$ cat src/design/pbrc_pkg.sv
package pbrc_pkg;

  localparam int KEEP_LENGTH   = 12;
  localparam int PARCEL_DIGITS = 11;
  localparam int DIGITS_W      = PARCEL_DIGITS * 4;

  localparam logic [7:0] CHAR_NUL   = 8'd0;
  localparam logic [7:0] CHAR_CR    = 8'd13;
  localparam logic [7:0] CHAR_SPACE = 8'd32;

  // record_status codes
  localparam logic [2:0] STAT_OK        = 3'd0;
  localparam logic [2:0] STAT_MISMATCH  = 3'd1;
  localparam logic [2:0] STAT_TOO_LONG  = 3'd2;
  localparam logic [2:0] STAT_TOO_SHORT = 3'd3;
  localparam logic [2:0] STAT_UNCHECKED = 3'd4;

  // configuration register indexes
  localparam logic [2:0] REG_MAX_LINE_LENGTH = 3'd0;
  localparam logic [2:0] REG_CHECK_DIGIT     = 3'd1;
  localparam logic [2:0] REG_ODD_WEIGHT      = 3'd2;
  localparam logic [2:0] REG_SUM_INCREMENT   = 3'd3;
  localparam logic [2:0] REG_CHECK_MODULUS   = 3'd4;

  // what the top level knows about a closed record
  typedef struct packed {
    logic len_ok;
    logic too_long;
    logic chk;
  } rec_info_t;

  // buffer read request from the sequencer
  typedef struct packed {
    logic       rd_en;
    logic [3:0] pos;
  } mem_req_t;

  typedef struct packed {
    logic busy;
    logic done;
  } seq_status_t;

  typedef struct packed {
    logic [2:0]          status;
    logic [DIGITS_W-1:0] digits;
    logic [3:0]          computed;
    logic [3:0]          received;
  } result_t;

endpackage

$ cat src/design/pbrc_seq.sv
module pbrc_seq import pbrc_pkg::*; (
  input  logic        clk,
  input  logic        rst,
  input  logic        go,
  input  rec_info_t   info,
  input  logic        out_free,
  input  logic [7:0]  rd_data,
  input  logic [3:0]  odd_weight,
  input  logic [3:0]  sum_increment,
  input  logic [3:0]  check_modulus,
  output mem_req_t    mem,
  output seq_status_t stat,
  output result_t     res
);

  typedef enum logic [2:0] {
    OP_NONE  = 3'd0,
    OP_DIGIT = 3'd1,
    OP_RECV  = 3'd2,
    OP_INC   = 3'd3,
    OP_DIV   = 3'd4,
    OP_CHECK = 3'd5,
    OP_DONE  = 3'd6
  } op_t;

  typedef enum logic [1:0] {
    JC_NONE      = 2'd0,
    JC_LEN_BAD   = 2'd1,
    JC_UNCHECKED = 2'd2,
    JC_ALWAYS    = 2'd3
  } jc_t;

  typedef struct packed {
    logic       rd_en;
    logic [3:0] pos;
    op_t        op;
    logic       w_odd;
    logic [3:0] k;
    jc_t        jc;
    logic [4:0] target;
  } ucw_t;

  localparam logic [4:0] UC_FIRST_DIGIT = 5'd1;
  localparam logic [4:0] UC_LAST_DIGIT  = 5'd11;
  localparam logic [4:0] UC_MODE        = 5'd12;
  localparam logic [4:0] UC_RECV        = 5'd13;
  localparam logic [4:0] UC_INC         = 5'd14;
  localparam logic [4:0] UC_DIV_FIRST   = 5'd15;
  localparam logic [4:0] UC_DIV_LAST    = 5'd24;
  localparam logic [4:0] UC_CHECK       = 5'd25;
  localparam logic [4:0] UC_FIN         = 5'd26;

  // Microprogram. Data read in one step is used in the next.
  function automatic ucw_t ucode(input logic [4:0] step);
    ucw_t       w;
    logic [4:0] kk;
    w        = '0;
    w.op     = OP_NONE;
    w.jc     = JC_NONE;
    w.target = UC_FIN;
    kk       = UC_DIV_LAST - step;
    if (step == 5'd0) begin
      w.rd_en = 1'b1;
      w.jc    = JC_LEN_BAD;
    end else if (step >= UC_FIRST_DIGIT && step <= UC_LAST_DIGIT) begin
      // read the next character, fold in the previous one
      w.rd_en = 1'b1;
      w.pos   = step[3:0];
      w.op    = OP_DIGIT;
      w.w_odd = step[0];
    end else if (step == UC_MODE) begin
      w.jc = JC_UNCHECKED;
    end else if (step == UC_RECV) begin
      w.op = OP_RECV;
    end else if (step == UC_INC) begin
      w.op = OP_INC;
    end else if (step >= UC_DIV_FIRST && step <= UC_DIV_LAST) begin
      w.op = OP_DIV;
      w.k  = kk[3:0];
    end else if (step == UC_CHECK) begin
      w.op = OP_CHECK;
    end else if (step == UC_FIN) begin
      w.op = OP_DONE;
    end else begin
      w.jc = JC_ALWAYS;
    end
    return w;
  endfunction

  logic                busy;
  logic [4:0]          pc;
  logic [9:0]          acc;
  logic [DIGITS_W-1:0] digits;
  logic [3:0]          comp;
  logic [3:0]          recv;

  ucw_t       uw;
  logic [3:0] dval;
  logic [3:0] weight;
  logic [7:0] prod;
  logic [3:0] modv;
  logic [13:0] dsh;
  logic [4:0] chk_raw;
  logic [3:0] chk_val;
  logic       taken;

  assign uw     = ucode(pc);
  assign dval   = (rd_data >= 8'd48 && rd_data <= 8'd57) ? 4'(rd_data - 8'd48) : 4'd0;
  assign weight = uw.w_odd ? odd_weight : 4'd1;
  assign prod   = 8'(dval) * 8'(weight);
  assign modv   = (check_modulus == 4'd0) ? 4'd1 : check_modulus;
  assign dsh    = 14'(modv) << uw.k;
  assign chk_raw = 5'd20 - {1'b0, acc[3:0]};

  always_comb begin
    if (chk_raw >= 5'd20) begin
      chk_val = 4'(chk_raw - 5'd20);
    end else if (chk_raw >= 5'd10) begin
      chk_val = 4'(chk_raw - 5'd10);
    end else begin
      chk_val = chk_raw[3:0];
    end
  end

  always_comb begin
    unique case (uw.jc)
      JC_NONE:      taken = 1'b0;
      JC_LEN_BAD:   taken = !info.len_ok;
      JC_UNCHECKED: taken = !info.chk;
      JC_ALWAYS:    taken = 1'b1;
      default:      taken = 1'b0;
    endcase
  end

  always_ff @(posedge clk) begin
    if (rst) begin
      busy <= 1'b0;
      pc   <= '0;
    end else if (go) begin
      busy <= 1'b1;
      pc   <= '0;
    end else if (busy) begin
      if (uw.op == OP_DONE) begin
        // hold at the final step until the output register is free
        if (out_free) begin
          busy <= 1'b0;
        end
      end else if (taken) begin
        pc <= uw.target;
      end else begin
        pc <= pc + 5'd1;
      end
    end
  end

  always_ff @(posedge clk) begin
    if (go) begin
      acc    <= '0;
      digits <= '0;
      comp   <= '0;
      recv   <= '0;
    end else if (busy) begin
      unique case (uw.op)
        OP_DIGIT: begin
          digits <= {digits[DIGITS_W-5:0], dval};
          acc    <= acc + 10'(prod);
        end
        OP_RECV:  recv <= dval;
        OP_INC:   acc <= acc + 10'(sum_increment);
        OP_DIV: begin
          if (14'(acc) >= dsh) begin
            acc <= acc - dsh[9:0];
          end
        end
        OP_CHECK: comp <= chk_val;
        OP_NONE, OP_DONE: ;
        default: ;
      endcase
    end
  end

  always_comb begin
    if (info.len_ok) begin
      if (info.chk) begin
        res.status = (comp == recv) ? STAT_OK : STAT_MISMATCH;
      end else begin
        res.status = STAT_UNCHECKED;
      end
    end else if (info.too_long) begin
      res.status = STAT_TOO_LONG;
    end else begin
      res.status = STAT_TOO_SHORT;
    end
  end

  assign res.digits   = digits;
  assign res.computed = comp;
  assign res.received = recv;

  assign mem.rd_en = busy && uw.rd_en;
  assign mem.pos   = uw.pos;

  assign stat.busy = busy;
  assign stat.done = busy && (uw.op == OP_DONE) && out_free;

endmodule

$ cat src/design/parcel_barcode_record_checker_top.sv
// Parcel barcode line checker.
// Input channel: one received character per transfer on rx_byte (in_valid / in_stall).
// Every character but CR is stored (NUL as a space); once the line holds the configured
// maximum (clamped to 12..depth), the next character first trims it to its last twelve.
// A CR closes the record and gives exactly one result on the output channel
// (out_valid / out_stall): length status, eleven digits and the check digits.
// Non-CR characters can follow back to back while in_stall is low.
// After a CR the microprogram runs from a 27-step control store: a checked record of
// right length runs every step, an unchecked one jumps from the mode step to the last
// step, and one of wrong length jumps there from the first. The program walks the
// eleven digits through the line buffer (one read port), then ten remainder steps.
// in_stall is high while the program runs and falls at the edge that raises out_valid.
// A finished result sits in the output register; while out_stall holds it, the next
// record's program waits at its last step and new characters are not taken meanwhile.
// Configuration: cfg_we / cfg_index / cfg_data. The user must write them only while
// idle; the block does not enforce it. Reset (rst, synchronous) empties the line, drops
// any result and restores the register defaults: 64, 1, 3, 1, 10.
module parcel_barcode_record_checker_top import pbrc_pkg::*; #(
  parameter int BUFFER_DEPTH = 64
) (
  input  logic                clk,
  input  logic                rst,
  input  logic                in_valid,
  output logic                in_stall,
  input  logic [7:0]          rx_byte,
  output logic                out_valid,
  input  logic                out_stall,
  output logic [2:0]          record_status,
  output logic [6:0]          record_length,
  output logic [DIGITS_W-1:0] parcel_digits,
  output logic [3:0]          computed_check,
  output logic [3:0]          received_check,
  input  logic                cfg_we,
  input  logic [2:0]          cfg_index,
  input  logic [6:0]          cfg_data
);

  localparam int AW = $clog2(BUFFER_DEPTH);
  localparam int CW = $clog2(BUFFER_DEPTH + 1);
  localparam int LW = (CW > 7) ? CW : 7;
  localparam int SW = CW + 1;

  logic [6:0] max_line_length;
  logic       check_digit_included;
  logic [3:0] odd_weight;
  logic [3:0] sum_increment;
  logic [3:0] check_modulus;

  logic [7:0]    line_buffer [BUFFER_DEPTH];
  logic [7:0]    rd_q;
  logic [CW-1:0] line_count;
  logic [AW-1:0] line_start;
  logic [CW-1:0] rec_count;
  logic [AW-1:0] rec_start;
  rec_info_t     rec_info;

  mem_req_t    mem;
  seq_status_t stat;
  result_t     res;
  logic        go;
  logic        in_fire;
  logic        out_free;
  logic        is_cr;

  logic [LW-1:0] lim;
  logic          trim;
  logic [SW-1:0] trim_sum;
  logic [SW-1:0] trim_wrap;
  logic [AW-1:0] eff_start;
  logic [CW-1:0] eff_count;
  logic [SW-1:0] wr_sum;
  logic [SW-1:0] wr_wrap;
  logic [AW-1:0] wr_addr;
  logic [SW-1:0] rd_sum;
  logic [SW-1:0] rd_wrap;
  logic [AW-1:0] rd_addr;
  logic [7:0]    wr_data;
  logic [CW-1:0] valid_len;

  assign in_stall = stat.busy;
  assign in_fire  = in_valid && !in_stall;
  assign is_cr    = (rx_byte == CHAR_CR);
  assign go       = in_fire && is_cr;
  assign out_free = !out_valid || !out_stall;

  always_ff @(posedge clk) begin
    if (rst) begin
      max_line_length      <= 7'd64;
      check_digit_included <= 1'b1;
      odd_weight           <= 4'd3;
      sum_increment        <= 4'd1;
      check_modulus        <= 4'd10;
    end else if (cfg_we) begin
      unique case (cfg_index)
        REG_MAX_LINE_LENGTH: max_line_length      <= cfg_data;
        REG_CHECK_DIGIT:     check_digit_included <= cfg_data[0];
        REG_ODD_WEIGHT:      odd_weight           <= cfg_data[3:0];
        REG_SUM_INCREMENT:   sum_increment        <= cfg_data[3:0];
        REG_CHECK_MODULUS:   check_modulus        <= cfg_data[3:0];
        default: ;
      endcase
    end
  end

  // fill limit clamped to the kept length and the buffer depth
  always_comb begin
    if (LW'(max_line_length) < LW'(KEEP_LENGTH)) begin
      lim = LW'(KEEP_LENGTH);
    end else if (LW'(max_line_length) > LW'(BUFFER_DEPTH)) begin
      lim = LW'(BUFFER_DEPTH);
    end else begin
      lim = LW'(max_line_length);
    end
  end

  assign trim      = LW'(line_count) >= lim;
  assign trim_sum  = SW'(line_start) + SW'(line_count) - SW'(KEEP_LENGTH);
  assign trim_wrap = (trim_sum >= SW'(BUFFER_DEPTH)) ? trim_sum - SW'(BUFFER_DEPTH) : trim_sum;
  assign eff_start = trim ? trim_wrap[AW-1:0] : line_start;
  assign eff_count = trim ? CW'(KEEP_LENGTH) : line_count;

  assign wr_sum  = SW'(eff_start) + SW'(eff_count);
  assign wr_wrap = (wr_sum >= SW'(BUFFER_DEPTH)) ? wr_sum - SW'(BUFFER_DEPTH) : wr_sum;
  assign wr_addr = wr_wrap[AW-1:0];
  assign wr_data = (rx_byte == CHAR_NUL) ? CHAR_SPACE : rx_byte;

  assign rd_sum  = SW'(rec_start) + SW'(mem.pos);
  assign rd_wrap = (rd_sum >= SW'(BUFFER_DEPTH)) ? rd_sum - SW'(BUFFER_DEPTH) : rd_sum;
  assign rd_addr = rd_wrap[AW-1:0];

  assign valid_len = check_digit_included ? CW'(PARCEL_DIGITS + 1) : CW'(PARCEL_DIGITS);

  always_ff @(posedge clk) begin
    if (in_fire && !is_cr) begin
      line_buffer[wr_addr] <= wr_data;
    end
    if (mem.rd_en) begin
      rd_q <= line_buffer[rd_addr];
    end
  end

  always_ff @(posedge clk) begin
    if (rst) begin
      line_count <= '0;
      line_start <= '0;
    end else if (in_fire) begin
      if (is_cr) begin
        line_count <= '0;
        line_start <= '0;
      end else begin
        line_count <= eff_count + CW'(1);
        line_start <= eff_start;
      end
    end
  end

  // snapshot of the closed record for the sequencer
  always_ff @(posedge clk) begin
    if (go) begin
      rec_start         <= eff_start;
      rec_count         <= eff_count;
      rec_info.chk      <= check_digit_included;
      rec_info.len_ok   <= (eff_count == valid_len);
      rec_info.too_long <= (eff_count > valid_len);
    end
  end

  pbrc_seq u_seq (
    .clk           (clk),
    .rst           (rst),
    .go            (go),
    .info          (rec_info),
    .out_free      (out_free),
    .rd_data       (rd_q),
    .odd_weight    (odd_weight),
    .sum_increment (sum_increment),
    .check_modulus (check_modulus),
    .mem           (mem),
    .stat          (stat),
    .res           (res)
  );

  always_ff @(posedge clk) begin
    if (rst) begin
      out_valid <= 1'b0;
    end else if (stat.done) begin
      out_valid <= 1'b1;
    end else if (out_valid && !out_stall) begin
      out_valid <= 1'b0;
    end
  end

  always_ff @(posedge clk) begin
    if (stat.done) begin
      record_status  <= res.status;
      record_length  <= 7'(rec_count);
      parcel_digits  <= res.digits;
      computed_check <= res.computed;
      received_check <= res.received;
    end
  end

endmodule

$ cat config.mk
export PLATFORM = sky130hd
export DESIGN_NAME = parcel_barcode_record_checker_top
export DESIGN_NICKNAME = d
export VERILOG_FILES = /design/src/design/pbrc_pkg.sv /design/src/design/pbrc_seq.sv /design/src/design/parcel_barcode_record_checker_top.sv
export SDC_FILE = /design/constraint.sdc
export NUM_CORES = 1
export LEC_CHECK = 0
export BUFFER_PORTS_ARGS = -buffer_cell sky130_fd_sc_hd__buf_4
export CAP_MARGIN = 20
export CORE_AREA = 2 2 244 246
export DETAILED_ROUTE_END_ITERATION = 10
export DIE_AREA = 0 0 246 248
export GPL_TIMING_DRIVEN = 0
export PLACE_DENSITY = 0.74
export REMOVE_ABC_BUFFERS = 1
export SLEW_MARGIN = 15
export SYNTH_ARGS = -nofsm -noshare
export SYNTH_HDL_FRONTEND = slang
export SYNTH_SLANG_ARGS = --single-unit
$ cat constraint.sdc
create_clock -name clk -period 6.8 [get_ports clk]
set_input_delay 0.34 -clock clk [delete_from_list [all_inputs] [get_ports clk]]
set_output_delay 0.34 -clock clk [all_outputs]
set_load 0.1 [all_outputs]
Word level (Yosys, flattened, before mapping):

Memory sizes are Yosys's and may differ from the RTL's. A register that Yosys moved wholly into a read port is not among the register bits.
Index checks and enable logic that the tools add are counted.

* register bits after elaboration: 180
* latch bits: 0
* bits in writable memories: 512
* memory bits (read-only): 0
* input bits: 23
* output and inout bits: 64
* memories: 1

* add/subtract/negate cells: 17
* multipliers: 1
* divide/modulo/power cells: 0
* magnitude comparators: 16
* equal/unequal tests: 22
* shifts and indexed selects: 1
* mux-type cells: 53
* bitwise gates (word level): 1
* reduce and logical (&&, ||, !) cells: 35

Memory list
* line_buffer: words 64, bits a word 8, rd ports 1, clocked after memory_dff 1, write ports 1, line parcel_barcode_record_checker_top.sv:49 `logic [7:0] line_buffer [BUFFER_DEPTH];`

Operators with widths (count)
* two-way mux 6 bit: 8
* two-way mux 3 bit: 10
* case mux 10 bit (3 select lines): 1
* two-way mux 4 bit: 7
* two-way mux 7 bit: 4
* AND reduction 2 bit: 9
* subtractor 6 x 1 -> 6 bit (second input constant): 3
* adder 6 x 7 -> 8 bit: 2
* greater-or-equal comparator 8 x 7 -> 1 bit (second input constant): 2
* == test 5 x 4 -> 1 bit (second input constant): 3
* greater-or-equal comparator 10 x 14 -> 1 bit: 1
* left shift 4 x 4 -> 14 bit: 1
* == test 3 x 2 -> 1 bit (second input constant): 4
* == test 3 bit (second input constant): 4
* two-way mux 1 bit: 12
* two-way mux 12 bit: 1
* adder 10 x 4 -> 10 bit: 1
* adder 10 x 8 -> 10 bit: 1
* == test 5 bit (second input constant): 2
* greater-or-equal comparator 5 x 4 -> 1 bit (second input constant): 2
* logical AND 1 bit: 10
* two-way mux 10 bit: 1
* two-way mux 2 bit: 5
* two-way mux 5 bit: 2
* 43 further kinds: 50

Depth between registers and ports, before layout:

* word-level depth: 13
* mapped depth: 24
* gate-level depth less buffers: 20

Cells and area by module:

A second synthesis with hierarchy kept.

* cell total of the unflattened synthesis: 1935
* area, all modules: 30464.2 um^2

Modules (own cells, without submodules)
* parcel_barcode_record_checker_top: times used 1, cells each 1265, area each 25216.7 um^2
* pbrc_seq: times used 1, cells each 670, area each 5247.5 um^2

Least setup slack after synthesis:

Ideal clock, no wire load.

* path kind: flip-flop to flip-flop
* start: reg u_seq.pc[0]
* end: reg computed_check[0] (enable)
* setup time: 502 ps
* arrival: 5098 ps
* path slack: 1200 ps
* cell stages (with the launch flop): 10
* buffers on the path: 2
* period minus slack after synthesis: 5600 ps
* cells stage by stage: dfxtp_1 > buf_1 > inv_1 > ha_1 > buf_2 > nor3_1 > o21ai_1 > a221oi_2 > nand2_1 > a21oi_1

RTL lines
* from (decl): line pbrc_seq.sv:91 `logic [4:0] pc;`
* from (signal assigned): line pbrc_seq.sv:149 `pc <= uw.target;`
* from (signal assigned): line pbrc_seq.sv:151 `pc <= pc + 5'd1;`
* to (signal assigned): line parcel_barcode_record_checker_top.sv:198 `computed_check <= res.computed;`
* to (decl): line parcel_barcode_record_checker_top.sv:31 `output logic [3:0] computed_check,`

Worst setup path in the final report:

* start: reg max_line_length[4]
* end: mem line_buffer[14][7] (enable)

* cells in the longest elaborated chain, start to end: 8
* elaborated cells between the ends (all ways): 11

RTL lines
* from (decl): line parcel_barcode_record_checker_top.sv:43 `logic [6:0] max_line_length;`
* from (signal assigned): line parcel_barcode_record_checker_top.sv:95 `REG_MAX_LINE_LENGTH: max_line_length <= cfg_data;`
* greater-than comparator 7 bit: line parcel_barcode_record_checker_top.sv:109 `end else if (LW'(max_line_length) > LW'(BUFFER_DEPTH)) begin`
* two-way mux 7 bit: line parcel_barcode_record_checker_top.sv:109
* two-way mux 7 bit *: line parcel_barcode_record_checker_top.sv:107 `if (LW'(max_line_length) < LW'(KEEP_LENGTH)) begin`
* greater-or-equal comparator 7 bit *: line parcel_barcode_record_checker_top.sv:116 `assign trim = LW'(line_count) >= lim;`
* two-way mux 6 bit *: line parcel_barcode_record_checker_top.sv:119 `assign eff_start = trim ? trim_wrap[AW-1:0] : line_start;`
* named net eff_start[2]: line parcel_barcode_record_checker_top.sv:69 `logic [AW-1:0] eff_start;`
* adder 6 x 7 -> 8 bit *: line parcel_barcode_record_checker_top.sv:122 `assign wr_sum = SW'(eff_start) + SW'(eff_count);`
* greater-or-equal comparator 8 x 7 -> 1 bit / subtractor 6 x 1 -> 6 bit (equally long branches): line parcel_barcode_record_checker_top.sv:123 `assign wr_wrap = (wr_sum >= SW'(BUFFER_DEPTH)) ? wr_sum - SW'(BUFFER_DEPTH) : wr_sum;`
* two-way mux 6 bit *: line parcel_barcode_record_checker_top.sv:123
* to (decl): line parcel_barcode_record_checker_top.sv:49

The timed path passes the listed nets; every way through them passes the cells marked *.

==> summary.md <==
| Metric | Value |
|---|---|
| DR DRC count | 0 |
| Number of antenna violations at the first check in global routing | 0 |
| Hold path start | cfg_data[2] |
| DRT iter0 DRCs | 1544 |
| Hold depth | 3 |
| CP Launch Type | flop |
| Clock transition at the registers of the reported paths | 0.06 ns |
| Largest family of logic cells by synthesized area | multiplexers |
| Die height | 248 um |
| IO buf count | 86 |
| Detailed-route via count | 16900 |
| Capturing point of the worst reg2reg path | line_buffer[14][7]$_DFFE_PP_ |
| Most frequent cells in the layout | edfxtp_1 (598), nand2_1 (172), mux4_2 (160), nor2_1 (126), dfxtp_1 (102) |
| GRT Total Usage | 0.2166 |
| Vias in the first global route | 16920 |
| CP arrival | 6.48 ns |
| Worst Path Class, Setup | flop to flop |
| Inserted Clock Buffers | 74 |
| Post-CTS sizing | 0 |
| Fill cells | 4253 |
| Most common cell after layout, fill and taps aside | edfxtp_1 |
| Setup WS post-layout | 0.5486 ns |
| Die width | 246 um |
| Full die area | 61010 um2 |
| Syn. warnings | 0 |
| Post-layout minimum cycle time | 6.251 ns |
| Synth Area in XOR/XNOR | 0.01290 |
| Distinct cells, synth | 75 |
| Post-place setup slack | 0.6202 ns |
| Worst-margin pin slew | 1.025 ns |
| Largest net degree at the start of global routing | 68 |
| Asr flop ratio synth | 0 |
| CTS Buffer Depth | 3 |
| CTS tree | yes |
| Share of post-route cells with drive strength above 1 | 0.2154 |
| Fmax | 0.1600 GHz |
| FP Rows | 89 |
| Final ANT Viol Nets | 0 |
| Crit-path slowest cell | nor2_1 |
| Worst vdd ir | 259.7 uV |
| Initial Util | 0.5126 |
| First-pass GRT wire length | 99660 um |
| Final core occ | 0.5861 |
| I/O pins | 87 |
| Total power draw | 8.922 mW |
| Most used cell, CP | a21oi_1 |
| Sink Count | 700 |
| Syn Area/Cell | 15.80 um2 |
| Final wirelength | 64420 um |
| H-Tree Depth | 3 |
| WL per Instance | 22.79 um |
| CP max stage delay | 0.86 ns |
| Critical Path End Type | flop |
| Post-synthesis instance total | 1897 |
| Core ar. | 58460 um2 |
| Vias per cell | 5.978 |
| Final setup fails | 0 |
| Post-Synth Simple-Gate Area | 0.07220 |
| Period utilization | 0.9193 |
| GPL Wtd Cong | 0.8837 |
| Hold path endpoint | max_line_length[2]$_SDFFE_PP0P_ |
| Fin. max-slew vios | 0 |
| Post-Synth Adder-Cell Area | 0.04084 |
| Status | finished clean |
| Clk_lat worst skew | 0.61 ns |
| Root Buffer | clkbuf_16 |
| R2R depth | 15 |
| Max_slew headroom | 0.3118 |
| Nets | 2107 |
| Final Hold Vio Count | 0 |
| Crit-path max FO | 19 |
| Area Growth Syn to Fin | 14.35% |
| Post-CTS setup buffer count | 0 |
| Worst Hold Class | primary input to flop |
| GRT overflow | 0 |
| Crit Reg-Reg Startpoint | max_line_length[4]$_SDFFE_PP0P_ |
| Cell area after synthesis | 29960 um2 |
| Mux contribution to synthesized area | 0.1314 |
| Drt first pass iters | 7 |
| R2r setup slk | 0.55 ns |
| CP Data Required Time | 7.02 ns |
| Crit-path cells | nor2_1 > a21oi_1 > and2_1 > ha_1 > nand2b_1 > a21o_1 > a21oi_1 > o21ai_1 > a21oi_1 > ha_1 > nand4_1 > o21ai_0 > xor2_4 > nand2b_1 > nor2_1 |
| RSZ-0062 raised after global routing | false |
| Max-cap viol count | 0 |
| Synth Area in Compound Gates | 0.05357 |
| Synth Register Bits | 700 |
| P per Cell Area | 260.4 nW/um2 |
| Post-synthesis sequential area ratio | 0.6674 |
| Leak | 12.10 nW |
| Clk_skew | 0.01980 ns |
| Post-synth EDFFs | 598 |
| DP HPWL | 41370 um |
| Synth Flop Type | edfxtp_1 |
==> synth_stat cells (3+ instances only) <==
library cell | n | share of area
edfxtp_1 | 598 | 0.60
nand2_1 | 172 | 0.022
mux4_2 | 160 | 0.12
nor2_1 | 127 | 0.016
a21oi_1 | 102 | 0.017
dfxtp_1 | 102 | 0.068
ha_1 | 77 | 0.032
clkbuf_1 | 70 | 0.0088
inv_1 | 65 | 0.0081
nor3_1 | 51 | 0.0085
mux2i_1 | 31 | 0.010
o21ai_0 | 31 | 0.0052
a211oi_1 | 25 | 0.0063
xnor2_1 | 23 | 0.0067
nor2b_1 | 20 | 0.0042
nand3_1 | 16 | 0.0027
xor2_1 | 16 | 0.0047
a21o_1 | 14 | 0.0035
and3_1 | 13 | 0.0027
fa_1 | 13 | 0.0087
nand2b_1 | 13 | 0.0027
buf_1 | 11 | 0.0014
a22oi_1 | 10 | 0.0025
and2_1 | 10 | 0.0021
nand4_1 | 10 | 0.0021
o21a_1 | 9 | 0.0023
a31oi_1 | 7 | 0.0015
buf_2 | 7 | 0.0012
o211ai_1 | 7 | 0.0018
nor4_1 | 5 | 0.0010
o22ai_1 | 5 | 0.0010
or3_1 | 5 | 0.0010
buf_6 | 4 | 0.0015
o21ai_1 | 4 | 0.00067
o31ai_1 | 4 | 0.0010
a211o_1 | 3 | 0.00088
and3b_1 | 3 | 0.00088
buf_4 | 3 | 0.00075
or2_2 | 3 | 0.00063
==> critical path: cells and delay by family, from the launching register on <==
family / cells / cell delay, ns
simple gates: 6 / 2.11
compound gates: 6 / 1.95
fa+ha+maj: 2 / 0.73
xor+xnor: 1 / 0.73
flops: 1 / 0.32
==> layer usage <==
layer	wire, um	global-route usage
met1	26150	0.2903
met2	31800	0.3579
met3	4286	0.03698
met4	2178	0.08128
met5	0	0
==> worst max path at each step <==
stage | endpoint | from | cells after the start | slack [ns]
after detailed placement | line_buffer[14][1]$_DFFE_PP_ | max_line_length[4]$_SDFFE_PP0P_ | 15 | 0.62
after global placement | rd_q[0]$_DFFE_PP_ | u_seq.pc[0]$_SDFFE_PP0P_ | 10 | -4.57
after global routing | line_buffer[27][6]$_DFFE_PP_ | max_line_length[4]$_SDFFE_PP0P_ | 15 | 0.07
after floorplan | rd_q[0]$_DFFE_PP_ | u_seq.pc[0]$_SDFFE_PP0P_ | 10 | -1.59
after CTS | line_buffer[14][7]$_DFFE_PP_ | max_line_length[4]$_SDFFE_PP0P_ | 15 | 0.59
final | line_buffer[14][7]$_DFFE_PP_ | max_line_length[4]$_SDFFE_PP0P_ | 15 | 0.55
==> area by class of cell <==
cell class              count  area [um2]  area share
diodes                      1       2.502  0.00007303
clock buffers              96        1997     0.05828
clock inverters            38       319.1    0.009312
inverters                  65       246.5    0.007194
multi-input cells        1037        9585      0.2798
flip-flops and latches    700       20000      0.5837
well taps                 773       967.2     0.02823
repair buffers            116        1147     0.03349
==> per-stage QoR <==
step | TNS, ns | hold slack [ns] | area (um2) | instances
floorplan | -12.73 | 0.4003 | 29560 | 1802
finish | 0 | 0.04214 | 34260 | 2826
detailed placement | 0 | 0.4045 | 31870 | 2685
CTS | 0 | 0.008860 | 34250 | 2825
global route | 0 | 0.05783 | 34260 | 2825
global placement | -322.67 | 0.4022 | 31170 | 2661
==> report_power, final <==
| group | internal (mW) | switching [mW] | total [mW] |
|---|---|---|---|
| Combinational | 0.113 | 0.222 | 0.335 |
| Sequential | 4.71 | 0.0379 | 4.75 |
| Clock | 2.20 | 1.63 | 3.84 |
| Total | 7.03 | 1.89 | 8.92 |
==> flip-flops by register name, indices dropped and copies added, names as in the netlist, 5 cells and up <==
name,cells
record_length,7
rd_q,8
line_count,7
line_start,6
rec_start,6
max_line_length,7
u_seq.acc,10
parcel_digits,44
u_seq.digits,44
rec_count,7
u_seq.pc,5
line_buffer,512
==> repair_timing <==
action / in CTS / in global routing
hold endpoints to repair: 7 / 0
hold buffers: 6 / 0
endpoints found under the setup margin: 0 / 0
==> kinds of logic after synthesis <==
group                      count (synthesis)
AOI/OAI and AO/OA                        247
xor gates and xnor gates                  41
adders and majority gates                 90
buffers and inverters                    160
DFF                                      700
muxes                                    193
and+or+nand+nor                          466
Power figures use the tool's default switching activity.
